[src/hw/rtl/thc_pkg.sv]
// ---------------------------------------------------------------------------
// thc_pkg
// Shared types and constants for the tilt-compensated heading pipeline.
// ---------------------------------------------------------------------------
package thc_pkg;

  // Angles are Q16 radians; trig outputs are Q16 values near unit magnitude.
  localparam int ANG_W    = 20;
  localparam int TRIG_W   = 20;
  localparam int ATAN_LEN = 25;

  // Arctangent table: round(atan(2^-i) * 2^16).
  localparam logic signed [ANG_W-1:0] ATAN_TABLE [ATAN_LEN] = '{
    20'sd51472, 20'sd30386, 20'sd16055, 20'sd8150, 20'sd4091, 20'sd2047,
    20'sd1024, 20'sd512, 20'sd256, 20'sd128, 20'sd64, 20'sd32, 20'sd16,
    20'sd8, 20'sd4, 20'sd2, 20'sd1, 20'sd0, 20'sd0, 20'sd0, 20'sd0,
    20'sd0, 20'sd0, 20'sd0, 20'sd0
  };

  localparam logic signed [ANG_W-1:0]  PI_Q16       = 20'sd205887;
  localparam logic signed [TRIG_W-1:0] GAIN_INV_Q16 = 20'sd39797;

  // round(18000/pi * 2^16), used with a 2^32 scale to reach centidegrees.
  localparam int CD_K_W = 29;
  localparam logic [CD_K_W-1:0] CD_PER_RAD = 29'd375493621;
  localparam logic [15:0]       CD_MAX     = 16'd18000;

  // Square root of a 64-bit operand, one result bit per stage.
  localparam int ISQ_W     = 64;
  localparam int ISQ_STEPS = 32;

endpackage

[src/hw/rtl/thc_sincos.sv]
// ---------------------------------------------------------------------------
// thc_sincos
// Pipelined rotation CORDIC: cosine and sine of a Q16 angle, gain
// pre-compensated, one stage per iteration.
// ---------------------------------------------------------------------------
module thc_sincos import thc_pkg::*; #(
  parameter int STAGES = 16,
  parameter int AUX_W  = 1
) (
  input  logic                     clk,
  input  logic                     rst,
  input  logic                     en,
  input  logic                     in_v,
  input  logic signed [ANG_W-1:0]  ang,
  input  logic [AUX_W-1:0]         aux_in,
  output logic                     out_v,
  output logic signed [TRIG_W-1:0] cos_q,
  output logic signed [TRIG_W-1:0] sin_q,
  output logic [AUX_W-1:0]         aux_out
);

  logic signed [TRIG_W-1:0] xs [STAGES+1];
  logic signed [TRIG_W-1:0] ys [STAGES+1];
  logic signed [ANG_W-1:0]  zs [STAGES+1];
  logic [AUX_W-1:0]         aux_s [STAGES+1];
  logic [STAGES:0]          vs;

  // Valid bits move with the data.
  always_ff @(posedge clk) begin
    if (rst) begin
      vs <= '0;
    end else if (en) begin
      vs <= {vs[STAGES-1:0], in_v};
    end
  end

  // Load stage, then one micro-rotation per stage driven by the angle sign.
  always_ff @(posedge clk) begin
    if (en) begin
      xs[0]    <= GAIN_INV_Q16;
      ys[0]    <= '0;
      zs[0]    <= ang;
      aux_s[0] <= aux_in;
      for (int i = 0; i < STAGES; i++) begin
        aux_s[i+1] <= aux_s[i];
        if (zs[i] >= 0) begin
          xs[i+1] <= xs[i] - (ys[i] >>> i);
          ys[i+1] <= ys[i] + (xs[i] >>> i);
          zs[i+1] <= zs[i] - ATAN_TABLE[i];
        end else begin
          xs[i+1] <= xs[i] + (ys[i] >>> i);
          ys[i+1] <= ys[i] - (xs[i] >>> i);
          zs[i+1] <= zs[i] + ATAN_TABLE[i];
        end
      end
    end
  end

  assign out_v   = vs[STAGES];
  assign cos_q   = xs[STAGES];
  assign sin_q   = ys[STAGES];
  assign aux_out = aux_s[STAGES];

endmodule
[config.mk]
export PLATFORM = sky130hd
export DESIGN_NAME = thc_sincos
export DESIGN_NICKNAME = d
export VERILOG_FILES = /design/src/hw/rtl/thc_pkg.sv /design/src/hw/rtl/thc_sincos.sv
export SDC_FILE = /design/constraint.sdc
export NUM_CORES = 2
export LEC_CHECK = 0
export ABC_AREA = 1
export ABC_CLOCK_PERIOD_IN_PS = 8920
export BUFFER_PORTS_ARGS = -buffer_cell sky130_fd_sc_hd__buf_2
export CAP_MARGIN = 20
export CORE_ASPECT_RATIO = 0.7
export CORE_MARGIN = 2
export CORE_UTILIZATION = 30
export DETAILED_ROUTE_END_ITERATION = 6
export PLACE_DENSITY = 0.49
export SLEW_MARGIN = 20
export SYNTH_ARGS = -nofsm -noshare
export SYNTH_HDL_FRONTEND = slang
export SYNTH_SLANG_ARGS = --single-unit
[constraint.sdc]
create_clock -name clk -period 8.92 [get_ports clk]
set_input_delay 0.446 -clock clk [delete_from_list [all_inputs] [get_ports clk]]
set_output_delay 0.446 -clock clk [all_outputs]
set_load 0.03 [all_outputs]
==> out/metrics.cfg <==
[clocking]
cts_made_buffers=108
clockBufferDepth=3
htreeDepth=3
insertion_delay_ps=770
cts_resized=0
cts.root.buffer_cell=clkbuf_16
cts_hold_buf=22
cts_setup_buffers=0
cts_num_sinks=914
cts.reportedPaths.clkPinSlew_ps=60
cts_tree=done

[finish]
fin_util=0.332
drive_gt1_frac=0.0304
syn_to_final_growth_pct=10.5
stdcell_area_um2=86700
final_nets=11300

[synthesis]
ys_seq_area_frac=0.347
ys.flop_type=edfxtp_1
ys_ff_latch=914
yosys.cell_types.count=56
synthArstFlopShare=0
synth.top_cell.area_share=0.343
synthTopCellsByArea=edfxtp_1 (34%), nand2_1 (13%), ha_1 (12%)
postSynthCellCount=10300
synth_top_area_cell=edfxtp_1
avgSynthCellArea_um2=7.61
synth.net_count=11200
synth_edf_count=897
synth_common_cells=nand2_1 (2780), inv_1 (1262), nor2_1 (949)
yosysWarnings=0
synthesis.area_um2=78500
yosysMostFrequentCell=nand2_1

[global_routing]
globalRouteOverflowTotal=0
grt_pass1_vias=65200
top_usage_layer=met1
grt_max_degree=100
grt_pass1_wl_mm=378
grt_use_met1=0.295
grt.met3_usage=0.0266
use_met2=0.239
grt_antenna_before_repair=2
grtUsageTotal=0.178

[routing]
drc_errors=1
routed_wl_mm=242
ant_nets=0
viasPerCell=4.92
wl_per_cell_um=17.2
via_count=69100
drt-pass1-iter-count=7
first_iter_violations=5991

[sta]
rsz0062_at_grt=no
fmax_ghz=0.228
fin_skew_ps=34.5
finalHoldViolations=0
tns_ps=0
fin_crit_sh=0.492
setup_viol=0
relSlewSlack=0.309
min_period_ps=4380
worst_pin_slew_ps=1030
maxSlewViolCount=0

[floorplan]
die_h_um=432
num_rows=157
pin_count=67
dieArea_um2=266000
die_w_um=615
start_util=0.301
core_um2=261000

[worst_setup_path]
start_kind=input pin
worstSetupEndpointType=flip-flop
crit_fanout=80
critical_path_required_ps=9420
critical_path_class=in2reg
arrival_ps=4890

[flow_run]
cap_violations=0

[run_status]
violations=design-rule violations
status=finished with violations

[placement]
hpwlAfterDp_mm=197
dpl_cell_area_um2=83000
portBuffers=66
gp_congestion=0.937

[hold_path]
hold_path_class=in2reg

## logic make-up (layout without fill, tap and decap cells)
family,after synthesis,in the layout,share of synthesized area
AOI/OAI and AO/OA,1589,1589,0.112
xor gates and xnor gates,755,755,0.0844
adders and majority gates,812,812,0.133
buffers and inverters,1363,1592,0.0666
DFF,914,914,0.347
other,2,3,0.0000957
and+or+nand+nor,4886,4886,0.257
## flip-flops by register name, indices dropped and copies added, names as in the netlist
register	count
ys	300
xs	297
zs	283
aux_s	17
vs	17
## path summary, 6_finish.rpt
| path | start | to | slack, ps | cells after the start |
|---|---|---|---|---|
| max reg2reg | zs[5][19] | xs[6][19] | 4570 | 16 |
| min reg2reg | zs[6][3] | zs[7][3] | 420 | 0 |
| min | rst | vs[0] | 110 | 2 |
| max | en | xs[16][16] | 4540 | 15 |
## critical path, stage by stage
cell and delay [ps]:
buf_8 400, buf_4 670, nand2_1 500, inv_1 530, nor2_1 140, xor2_1 310
ha_1 360, a21oi_1 190, nand2_1 130, a21boi_0 410, o21ai_0 240, nand2_1 200
nand2_1 80, nand2_1 60, nand2_1 50
## stage by stage
step           hold WS (ps)  setup slack (ps)  cells
2_1_floorplan           400              5570  10300
3_3_place_gp            400              3800  13800
3_5_place_dp            405              3720  13800
4_1_cts                33.9              4470  14000
5_1_grt                80.5              4030  14000
6_report                110              4540  14000
## cells in the final DEF, fill, tap and decap left out, types with 45 or more instances in the layout
| cell type | instances |
|---|---|
| nand2_1 | 2780 |
| inv_1 | 1261 |
| nor2_1 | 949 |
| edfxtp_1 | 897 |
| a21oi_1 | 776 |
| ha_1 | 772 |
| nand3_1 | 709 |
| xor2_1 | 575 |
| o21ai_0 | 479 |
| nor3_1 | 235 |
| xnor2_1 | 178 |
| o21bai_1 | 132 |
| nand4_1 | 112 |
| clkbuf_16 | 109 |
| buf_2 | 65 |
| a21o_1 | 50 |
| a21boi_0 | 45 |
## per-layer routing
layer | vias to the layer above | routed length [um] | part of all wire
met1 | 32200 | 134000 | 0.55
met2 | 1842 | 89000 | 0.37
met3 | 210 | 15800 | 0.065
met4 | 2 | 3240 | 0.013
li1 | 34900 | - | -
met5 | - | 12 | 0.000050
## layout make-up
type,count,area (um^2)
inverter,1279,4800
multi-input combinational,8044,46000
antenna,1,2.50
fill,27700,174000
tap,3498,4380
sequential,914,27300
clock buffer,126,2790
clock inverter,78,727
timing repair buffer,109,738
Power is left out: the tool's default activity adds up to more than one toggle a clock period on the data nets, which glitch-free logic cannot reach.
