**config.mk**
```make
export PLATFORM = sky130hd
export DESIGN_NAME = thc_atan2
export DESIGN_NICKNAME = d
export VERILOG_FILES = /design/src/hw/rtl/thc_pkg.sv /design/src/hw/rtl/thc_atan2.sv
export SDC_FILE = /design/constraint.sdc
export NUM_CORES = 2
export LEC_CHECK = 0
export CAP_MARGIN = 10
export CORE_MARGIN = 1.5
export CORE_UTILIZATION = 55
export CTS_CLUSTER_DIAMETER = 30
export DETAILED_ROUTE_END_ITERATION = 12
export DONT_BUFFER_PORTS = 1
export PLACE_DENSITY_LB_ADDON = 0.25
export SLEW_MARGIN = 20
export SYNTH_ARGS = -nofsm -noshare
export SYNTH_HDL_FRONTEND = slang
export SYNTH_SLANG_ARGS = --single-unit
export TNS_END_PERCENT = 20
```
**constraint.sdc**
```tcl
create_clock -name clk -period 15.38 [get_ports clk]
set_input_delay 0.769 -clock clk [delete_from_list [all_inputs] [get_ports clk]]
set_output_delay 0.769 -clock clk [all_outputs]
set_load 0.02 [all_outputs]
```
**src/hw/rtl/thc_pkg.sv**
```systemverilog
// ---------------------------------------------------------------------------
// thc_pkg
// Shared types and constants for the tilt-compensated heading pipeline.
// ---------------------------------------------------------------------------
package thc_pkg;

  // Angles are Q16 radians; trig outputs are Q16 values near unit magnitude.
  localparam int ANG_W    = 20;
  localparam int TRIG_W   = 20;
  localparam int ATAN_LEN = 25;

  // Arctangent table: round(atan(2^-i) * 2^16).
  localparam logic signed [ANG_W-1:0] ATAN_TABLE [ATAN_LEN] = '{
    20'sd51472, 20'sd30386, 20'sd16055, 20'sd8150, 20'sd4091, 20'sd2047,
    20'sd1024, 20'sd512, 20'sd256, 20'sd128, 20'sd64, 20'sd32, 20'sd16,
    20'sd8, 20'sd4, 20'sd2, 20'sd1, 20'sd0, 20'sd0, 20'sd0, 20'sd0,
    20'sd0, 20'sd0, 20'sd0, 20'sd0
  };

  localparam logic signed [ANG_W-1:0]  PI_Q16       = 20'sd205887;
  localparam logic signed [TRIG_W-1:0] GAIN_INV_Q16 = 20'sd39797;

  // round(18000/pi * 2^16), used with a 2^32 scale to reach centidegrees.
  localparam int CD_K_W = 29;
  localparam logic [CD_K_W-1:0] CD_PER_RAD = 29'd375493621;
  localparam logic [15:0]       CD_MAX     = 16'd18000;

  // Square root of a 64-bit operand, one result bit per stage.
  localparam int ISQ_W     = 64;
  localparam int ISQ_STEPS = 32;

endpackage

```
**src/hw/rtl/thc_atan2.sv**
```systemverilog
// ---------------------------------------------------------------------------
// thc_atan2
// Pipelined vectoring CORDIC: atan2(num, den) in Q16 radians, one stage per
// iteration, with a pre-turn by pi when the denominator is negative.
// ---------------------------------------------------------------------------
module thc_atan2 import thc_pkg::*; #(
  parameter int W      = 33,
  parameter int STAGES = 16,
  parameter int AUX_W  = 1
) (
  input  logic                    clk,
  input  logic                    rst,
  input  logic                    en,
  input  logic                    in_v,
  input  logic signed [W-1:0]     num,
  input  logic signed [W-1:0]     den,
  input  logic [AUX_W-1:0]        aux_in,
  output logic                    out_v,
  output logic signed [ANG_W-1:0] angle,
  output logic [AUX_W-1:0]        aux_out
);

  // Two guard bits cover the CORDIC gain and the negation in the pre-turn.
  localparam int XW = W + 2;

  logic signed [XW-1:0]    xs [STAGES+1];
  logic signed [XW-1:0]    ys [STAGES+1];
  logic signed [ANG_W-1:0] zs [STAGES+1];
  logic [AUX_W-1:0]        aux_s [STAGES+1];
  logic [STAGES:0]         zero_s;
  logic [STAGES:0]         vs;
  logic signed [XW-1:0]    num_x;
  logic signed [XW-1:0]    den_x;

  assign num_x = XW'(num);
  assign den_x = XW'(den);

  // Valid bits move with the data.
  always_ff @(posedge clk) begin
    if (rst) begin
      vs <= '0;
    end else if (en) begin
      vs <= {vs[STAGES-1:0], in_v};
    end
  end

  // Pre-turn stage, then one micro-rotation per stage.
  always_ff @(posedge clk) begin
    if (en) begin
      zero_s[0] <= (num == '0) && (den == '0);
      aux_s[0]  <= aux_in;
      if (den < 0) begin
        xs[0] <= -den_x;
        ys[0] <= -num_x;
        zs[0] <= (num >= 0) ? PI_Q16 : -PI_Q16;
      end else begin
        xs[0] <= den_x;
        ys[0] <= num_x;
        zs[0] <= '0;
      end
      for (int i = 0; i < STAGES; i++) begin
        zero_s[i+1] <= zero_s[i];
        aux_s[i+1]  <= aux_s[i];
        if (ys[i] > 0) begin
          xs[i+1] <= xs[i] + (ys[i] >>> i);
          ys[i+1] <= ys[i] - (xs[i] >>> i);
          zs[i+1] <= zs[i] + ATAN_TABLE[i];
        end else begin
          xs[i+1] <= xs[i] - (ys[i] >>> i);
          ys[i+1] <= ys[i] + (xs[i] >>> i);
          zs[i+1] <= zs[i] - ATAN_TABLE[i];
        end
      end
    end
  end

  // A zero vector gives an angle of zero.
  assign out_v   = vs[STAGES];
  assign angle   = zero_s[STAGES] ? '0 : zs[STAGES];
  assign aux_out = aux_s[STAGES];

endmodule

```
==> impl.org <==
** Timing
- Setup repair after global routing missed its margin :: false
- Max-slew headroom :: 0.2237
- Fin Hold WS :: 42.85 ps
- The number of slew-limit violations in the final report came to 0.
- The final hold violation count is 0.
- Subtracting the final worst setup slack from the clock period gives 8084 ps.
- Worst Max-Slew Pin Slew :: 1154 ps
- Setup-failing EPs final :: 0
- Layout Skew :: 73.68 ps
- Total Negative Setup Slacks :: 0 ps
- Static timing analysis puts the maximum clock frequency at 0.1237 GHz.
- In the finished design, the share of the clock period the worst path needs comes to 0.5256.

** Logic synthesis
- For this run, the leading register cell type out of synthesis is edfxtp_1.
- Cell count after synthesis :: 12,485
- Post-synthesis net count :: between 10,000 and 15,000
- In this run, synthesis produced a sequential element count of between 1,000 and 1,500.
- After synthesis, the share of flip-flops with an asynchronous set or reset is 0.
- Total of warnings raised by yosys :: 0
- Sequential-to-total area share from yosys stat :: 0.3606
- In this run, synthesis inferred roughly 1,400 flip-flops with an integrated enable.
- Synth unique cells :: roughly 90
- Cell Area, Synth :: around 120,000 um2
- Averaged over all synthesized cells, the footprint is 9.580 um2.

** Routing
- Total routed wirelength :: 324,200 um
- After detailed routing, the number of remaining DRC violations is 0.
- The detail route stage leaves a number of antenna-violating nets equal to 0.
- The first detailed-routing pass took 6 iterations.
- Dividing the detail-routed wire length by the instance count gives 20.63 um.
- In the routed layout, each cell is associated on average with a via count of 6.154.
- DRC marker count from the first detailed-route iteration :: 7,559
- Number of vias after detailed routing :: 96,696

** Global route
- Global-route usage over all layers :: 0.2834
- Largest net degree at the start of global routing :: between 200 and 250
- Antenna violations before repair :: 5
- Summed over all layers, the global routing overflow is 0.
- Global-route wire length before repair :: 505,200 um
- The number of global-route vias before repair is 93,608.

** Placed design
- Count of input and output buffers :: 0
- Once placement completed, the tool counted placed cells totaling 15,110.
- HPWL after detailed placement :: roughly 250,000 um
- The congestion estimate from routability-driven global placement came to approximately 0.99.
- In this run the cell area measured after placement is roughly 120,000 um2.

** Finish
- From synthesis to final layout, the design area changed by 11.82%.
- Leaving out fill and tap cells, the most frequent cells in the layout are 1,425 x edfxtp_1, 1,273 x ha_1, 1,203 x a21oi_1.
- Summing all flip-flop and latch instances after layout gives 43,130 um2.
- Most common cell after layout, fill and taps aside :: edfxtp_1
- Excluding fillers, the count of instances in the completed layout stands at 15,712.
- Number of nets in the layout :: 14,008
- In the final layout, the multi-input gates occupy 73,490 um2.
- Ratio of cells with drive above 1 in the final layout :: 0.05697
- Number of fill cells in the layout :: approximately 17,000
- Final instance area :: 133,700 um2

** Critical path
- Reg-to-reg slack, setup :: 7300 ps
- The number of cells on the worst reg-to-reg path is 21.
- Termination of the worst setup path :: ys[4][34]
- Critical path origin :: ys[3][3]
- The endpoint identified for the worst register-to-register timing path is ys[4][34].
- The largest individual stage delay along the critical path comes from the cell o41ai_1.
- The setup path with the least slack is of type reg -> reg.
- Worst reg2reg path startpoint :: ys[3][3]
- STA classifies the critical path startpoint as a flop.
- At the worst endpoint, the required time is 16,020 ps.
- Peak fanout along the critical path :: 62
- Cells traversed along the worst timing path :: or3_1 -> nor4_1 -> nand2_1 -> or4_1 -> nor3_1 -> o21ai_4 -> buf_4 -> nand2_1 -> o21ai_0 -> fa_1 -> a21o_1 -> a21oi_1 -> o21ai_0 -> a2111oi_0 -> nor4b_1 -> o41ai_1 -> o21ai_0 -> a2111oi_0 -> nor3b_1 -> nor2_1 -> xnor2_1
- Nature of the critical path endpoint :: flop
- Most numerous cell on the critical path :: o21ai_0
- Stage delay of the slowest cell on the critical path :: around 840 ps
- Critical path data arrival time :: 8720 ps

** Floorplanning
- Overall die width :: roughly 470 um
- Initial cell density of the core :: 0.5551
- The total area inside the core boundary comes to 215,500 um2.
- The die covers 220,300 um2.
- Vert. Die Dim :: 469.3 um
- For this design the top-level I/O count stands at 93.
- The floorplan has 170 rows.

** Clock network
- TritonCTS created 331 clock buffers.
- For this design, the sink count on the clock tree is 1,442.
- Clock root buffer :: clkbuf_16
- CTS tree :: done
- Max Buffers Root-to-Sink :: 4
- The H-tree was split into 5 levels.
- Clock insertion delay at the later pin of the skew report :: 970 ps
- Clock transition at path regs :: around 50 ps

** Min path
- Classification of the worst-slack hold path :: in -> reg

** Job
- Max-cap violations in this run came to 0.

** Status
- Outcome :: finished, final reports clean
==> cells in the mapped netlist, drive strengths merged (142+ instances only) <==
library cell | instances | area share
nand3 | 171 | 0.0072
nand2 | 694 | 0.022
inv | 559 | 0.018
ha | 1273 | 0.13
o21ai | 815 | 0.034
nor3 | 281 | 0.012
nand2b | 230 | 0.012
nor2b | 201 | 0.011
o21a | 142 | 0.0089
clkbuf | 218 | 0.0069
a21oi | 1206 | 0.050
o31ai | 200 | 0.013
xor2 | 657 | 0.048
o21bai | 169 | 0.011
a21o | 542 | 0.034
xnor2 | 1202 | 0.088
nor2 | 931 | 0.029
edfxtp | 1425 | 0.36
==> registers in the layout, indices dropped and copies added, names as in the netlist <==
register  flops
zero_s       17
aux_s        17
vs           17
ys          559
zs          321
xs          511
==> timing repair <==
action / in CTS / in global routing
resized for setup: 0 / 0
hold buffers: 10 / 0
endpoints found under the hold margin: 76 / 0
setup buffers: 0 / 0
==> routing by layer <==
metal  part of all wire  global-route usage  routed length [um]  vias to the layer above
met5                  0                   0                   0                        -
met4              0.047              0.1320               15340                        0
met3              0.055             0.03709               17760                      783
met2               0.48              0.4902              157200                     3143
met1               0.41              0.3503              133900                    46143
li1                   -                   -                   -                    46627
==> cell type report <==
class,count,area share
antenna,7,0.0001310
clock buffer,362,0.06360
clock inverter,222,0.01725
inverter,563,0.01580
multi-input combinational,10227,0.5495
sequential,1442,0.3225
tap,2838,0.02655
timing repair buffer,51,0.004659
==> worst max-delay path, delay by kind of cell (launching register included) <==
family          cells  cell delay [ps]
buf+inv             1              360
fa+ha+maj           1              480
xor+xnor            1              100
compound gates      9             3320
flops               1              440
simple gates        9             3050
==> cells by family (layout without fill, tap and decap cells) <==
kind of cell,count (synthesis),after routing,synth area share
mux,82,82,0.007239
buf+inv,816,1198,0.02583
other cells,0,7,0
flops,1442,1442,0.3606
simple gates,3225,3225,0.1326
fa+ha+maj,1321,1321,0.1412
compound gates,3740,3740,0.1963
xor+xnor,1859,1859,0.1361
==> per-stage QoR <==
step / setup slack (ps) / utilization
floorplan: 8746 / -
global placement: 6504 / 0.5693
detailed placement: 6431 / 0.5696
CTS: 7334 / 0.6204
global route: 6606 / 0.6207
finish: 7296 / 0.6207
==> worst min-delay path by stage <==
stage               from        end  slack, ps  depth (start not counted)
6_report         num[18]  ys[0][18]         40                          1
5_1_grt          den[29]  xs[0][29]         10                          1
4_1_cts          num[18]  ys[0][18]          2                          1
3_3_place_gp    zs[9][4]  zs[10][4]        400                          0
2_1_floorplan   aux_s[9]  aux_s[10]        400                          0
3_5_place_dp   zero_s[6]  zero_s[7]        400                          0
Power is left out: the tool's default activity adds up to more than one toggle a clock period on the data nets, which glitch-free logic cannot reach.
